<file path="src/rtl/oabl_pkg.sv">
`timescale 1ns / 1ps
// ----------------------------------------------------------------------------
// oabl_pkg
// shared types and constants for the octree ancestor block lookup
// ----------------------------------------------------------------------------
package oabl_pkg;

    localparam int LEVEL_W = 5;
    localparam int COORD_W = 31;
    localparam int SLOT_W  = 6;
    localparam int INDEX_W = 6;
    localparam int COUNT_W = 7;

    // input tdata layout, lowest bit first
    localparam int IN_DATA_W = 104;
    localparam int SLOT_LSB  = 0;
    localparam int LEVEL_LSB = 6;
    localparam int X1_LSB    = 11;
    localparam int X2_LSB    = 42;
    localparam int X3_LSB    = 73;

    localparam int OUT_DATA_W = 8;

    // item kinds carried on input tuser
    localparam logic FUNC_LOAD  = 1'b0;
    localparam logic FUNC_QUERY = 1'b1;

    // register map
    localparam int  APB_ADDR_W      = 3;
    localparam int  REG_IDX_W       = 1;
    localparam logic [REG_IDX_W-1:0] REG_ENTRY_COUNT = 1'b0;

    typedef struct packed {
        logic [LEVEL_W-1:0] level;
        logic [COORD_W-1:0] x1;
        logic [COORD_W-1:0] x2;
        logic [COORD_W-1:0] x3;
    } t_loc;

    // controller to datapath
    typedef struct packed {
        logic load;      // write one table entry
        logic start;     // capture query and restart the scan
        logic step;      // advance the scan by one entry
        logic load_out;  // move the result into the output register
    } t_cmd;

    // datapath to controller
    typedef struct packed {
        logic hit;
        logic exhausted;
        logic out_free;
    } t_sts;

endpackage

</file>
<file path="src/rtl/oabl_ctrl.sv">
`timescale 1ns / 1ps
// ----------------------------------------------------------------------------
// oabl_ctrl
// sequencer for table loads and the entry-by-entry query scan
// ----------------------------------------------------------------------------
module oabl_ctrl
    import oabl_pkg::*;
(
    input  logic i_clk,
    input  logic i_rst_n,
    input  logic i_in_valid,
    input  logic i_in_func,
    output logic o_in_ready,
    input  t_sts i_sts,
    output t_cmd o_cmd
);

    typedef enum logic [1:0] {
        S_IDLE = 2'b01,
        S_SCAN = 2'b10
    } t_state;

    t_state r_state;
    t_state n_state;
    logic   w_finish;

    assign w_finish = i_sts.hit | i_sts.exhausted;

    always_comb begin
        n_state    = r_state;
        o_cmd      = '0;
        o_in_ready = 1'b0;
        unique case (r_state)
            S_IDLE: begin
                o_in_ready = 1'b1;
                if (i_in_valid) begin
                    if (i_in_func == FUNC_QUERY) begin
                        o_cmd.start = 1'b1;
                        n_state     = S_SCAN;
                    end else begin
                        o_cmd.load = 1'b1;
                    end
                end
            end
            S_SCAN: begin
                if (w_finish) begin
                    if (i_sts.out_free) begin
                        o_cmd.load_out = 1'b1;
                        n_state        = S_IDLE;
                    end
                end else begin
                    o_cmd.step = 1'b1;
                end
            end
            default: begin
                n_state = S_IDLE;
            end
        endcase
    end

    always_ff @(posedge i_clk) begin
        if (!i_rst_n) begin
            r_state <= S_IDLE;
        end else begin
            r_state <= n_state;
        end
    end

endmodule

</file>
<file path="config.mk">
export PLATFORM = sky130hd
export DESIGN_NAME = oabl_ctrl
export DESIGN_NICKNAME = d
export VERILOG_FILES = /design/src/rtl/oabl_pkg.sv /design/src/rtl/oabl_ctrl.sv
export SDC_FILE = /design/constraint.sdc
export NUM_CORES = 1
export LEC_CHECK = 0
export BUFFER_PORTS_ARGS = -buffer_cell sky130_fd_sc_hd__buf_2
export CAP_MARGIN = 30
export CORE_AREA = 2 2 39 41
export CTS_CLUSTER_DIAMETER = 50
export DETAILED_ROUTE_END_ITERATION = 8
export DIE_AREA = 0 0 41 43
export PLACE_DENSITY = 0.38
export SLEW_MARGIN = 20
export SYNTH_ARGS = -nofsm -noshare
export SYNTH_HDL_FRONTEND = slang
export SYNTH_SLANG_ARGS = --single-unit
</file>
<file path="constraint.sdc">
create_clock -name i_clk -period 1.2 [get_ports i_clk]
set_input_delay 0.12 -clock i_clk [delete_from_list [all_inputs] [get_ports i_clk]]
set_output_delay 0.12 -clock i_clk [all_outputs]
set_load 0.01 [all_outputs]
</file>
==> impl_metrics.env <==
export IMPL_status="complete, no violations"
export IMPL_critPathLaunch="r_state[1]"
export IMPL_multiInputGateArea_um2=76.32
export IMPL_maxSlewViolCount=0
export IMPL_area_delta_synth_final_pct=87.91
export IMPL_cts_root_buf="clkbuf_4"
export IMPL_antenna_left=0
export IMPL_yosysTopAreaCell="dfxtp_1"
export IMPL_synth_top_area_share_pct=35.16
export IMPL_synth_xor_area_share_pct=0
export IMPL_synth_compound_area_share_pct=18.68
export IMPL_r2r_start="r_state[1]"
export IMPL_synth_fa_ha_area_share_pct=0
export IMPL_layout_drive_gt1_share_pct=61.54
export IMPL_hold_buffers=0
export IMPL_ys_types=10
export IMPL_portBuffers=11
export IMPL_clk_pin_slew_worst_paths_ns=0.03
export IMPL_top_register="r_state"
export IMPL_arrival_ns=1.02
export IMPL_drv_cap=0
export IMPL_seqCellArea_um2=40.04
export IMPL_track_usage_pct=5.105
export IMPL_ys_ff_latch=2
export IMPL_synth_seq_area_share_pct=35.16
export IMPL_cp_required_ns=1.08
export IMPL_fin_skew_ns=0.0008147
export IMPL_dieArea_um2=1763
export IMPL_cts_buffers_inserted=3
export IMPL_core_area_um2=1384
export IMPL_drcViolationCount=0
export IMPL_fin_util_pct=15.46
export IMPL_netlist_instances=12
export IMPL_num_rows=14
export IMPL_via_count=153
export IMPL_end_kind="primary output"
export IMPL_drtPass1Iterations=4
export IMPL_fmax_mhz=876.9
export IMPL_syn_nets=19
export IMPL_critPathMaxFanout=4
export IMPL_n_antenna_cell=0
export IMPL_wirelength_um=362
export IMPL_nets=35
export IMPL_dieHeight_um=43
export IMPL_crit_end="o_cmd[2]"
export IMPL_rsz0062_at_grt="no"
export IMPL_synth_simple_area_share_pct=46.15
export IMPL_start_util_pct=8.228
export IMPL_p_leak_nw=0.1097
export IMPL_synthTopCellsByArea="dfxtp_1, and3b_1, and4b_4"
export IMPL_die_x_um=41
export IMPL_finalCritPeriodShare_pct=95.03
export IMPL_avgSynthCellArea_um2=9.488
export IMPL_final_hold_violation_count=0
export IMPL_fin_crit_ns=1.140
export IMPL_cts_num_sinks=2
export IMPL_finalSetupViolCount=0
export IMPL_hold_class="in2reg"
export IMPL_power_mw=0.2605
export IMPL_cts_path_max_buffers=2
export IMPL_start_kind="register"
export IMPL_overflow=0
export IMPL_irDropWorstVdd_v=0.0004066
export IMPL_regToRegEndpoint="r_state[1]"
export IMPL_wl_per_cell_um=8.619
export IMPL_grt_max_degree=5
export IMPL_clk_latency_ns=0.23
export IMPL_drtIter0Drc=4
export IMPL_path_class="reg2out"
export IMPL_fill_cells=154
export IMPL_largestRegisters="r_state (2)"
export IMPL_htree_levels=1
export IMPL_antenna_found_initial=0
export IMPL_final_setup_tns_ns=0
export IMPL_yosysWarningCount=0
export IMPL_cts_tree="done"
export IMPL_r2r_cells=2
export IMPL_grt_pass1_vias=146
export IMPL_max_slew_margin_pct=79.24
export IMPL_synth_mux_area_share_pct=0
export IMPL_viasPerCell=3.643
export IMPL_gp_congestion=0.6521
export IMPL_power_density_nw_per_um2=1218
export IMPL_synth_top_family_by_area="simple AND/OR/NAND/NOR gates"
export IMPL_grt_pass1_wl_um=503
export IMPL_reg2reg_slack_ns=0.27
export IMPL_worst_pin_slew_ns=0.3082
export IMPL_netlist_area_um2=113.9
export IMPL_io_pins=12
export IMPL_largest_reg_flops=2
## where the power goes
part,internal [mW],total (mW),switching [mW]
Combinational,0.0211,0.0383,0.0172
Sequential,0.0702,0.0730,0.00285
Clock,0.110,0.149,0.0389
Total,0.202,0.260,0.0589
## cell families after synthesis
| group | Yosys count |
|---|---|
| flops | 2 |
| simple gates | 7 |
| compound gates | 3 |
## how the worst min path moves through the flow
stage | startpoint | end | slack, ns | depth (start not counted)
3_5_place_dp | i_rst_n | r_state[0] | 0.36 | 2
6_report | i_rst_n | r_state[0] | 0.13 | 2
4_1_cts | i_rst_n | r_state[0] | 0.12 | 2
5_1_grt | i_rst_n | r_state[0] | 0.13 | 2
2_1_floorplan | i_rst_n | r_state[0] | 0.23 | 1
3_3_place_gp | i_rst_n | r_state[0] | 0.37 | 2
## layout by cell type (no fill, tap or decap)
| cell | n |
|---|---|
| dfxtp_1 | 2 |
| a22oi_1 | 1 |
| a22o_1 | 1 |
| o21ai_0 | 1 |
| nand2b_1 | 1 |
| clkbuf_4 | 3 |
| and4b_4 | 1 |
| nor2b_2 | 1 |
| nor2_1 | 1 |
| nor3_1 | 1 |
| and3b_1 | 2 |
| buf_2 | 11 |
## layer usage
layer / wire [um] / vias up / part of all wire, % / track usage (%)
met4: 17 / 0 / 4.7 / 10.00
met1: 191 / 63 / 53 / 6.051
met3: 44 / 2 / 12 / 1.571
li1: - / 74 / - / -
met5: 0 / - / 0 / 0
met2: 108 / 14 / 30 / 4.375
## Yosys cell counts
library cell,count
and3b_1,2
dfxtp_1,2
a22o_1,1
a22oi_1,1
and4b_4,1
nand2b_1,1
nor2_1,1
nor2b_1,1
nor3_1,1
o21ai_0,1
## layout make-up
type | count | area share (%)
clock buffers | 3 | 10.53
multi-input cells | 10 | 35.67
flip-flops and latches | 2 | 18.71
well taps | 16 | 9.357
repair buffers | 11 | 25.73
## worst max-delay path, stage by stage, from the launching register on
cell	delay [ns]
dfxtp_1	0.32
and4b_4	0.34
buf_2	0.13
## through the flow
step | setup slack, ns | area, um2 | std cells | hold slack [ns]
final | 0.05963 | 214.0 | 42 | 0.1312
after global routing | 0.007378 | 214.0 | 42 | 0.1273
after CTS | 0.03659 | 211.5 | 42 | 0.1235
after detailed placement | 0.2851 | 188.9 | 39 | 0.3621
after global placement | 0.3001 | 188.9 | 39 | 0.3689
after floorplan | 0.2799 | 113.9 | 12 | 0.2334
## repair_timing
action | CTS | global route
gates resized for setup | 0 | 1
buffers inserted | 0 | 0
endpoints found under the setup margin | 0 | 1
Power figures use the tool's default switching activity.
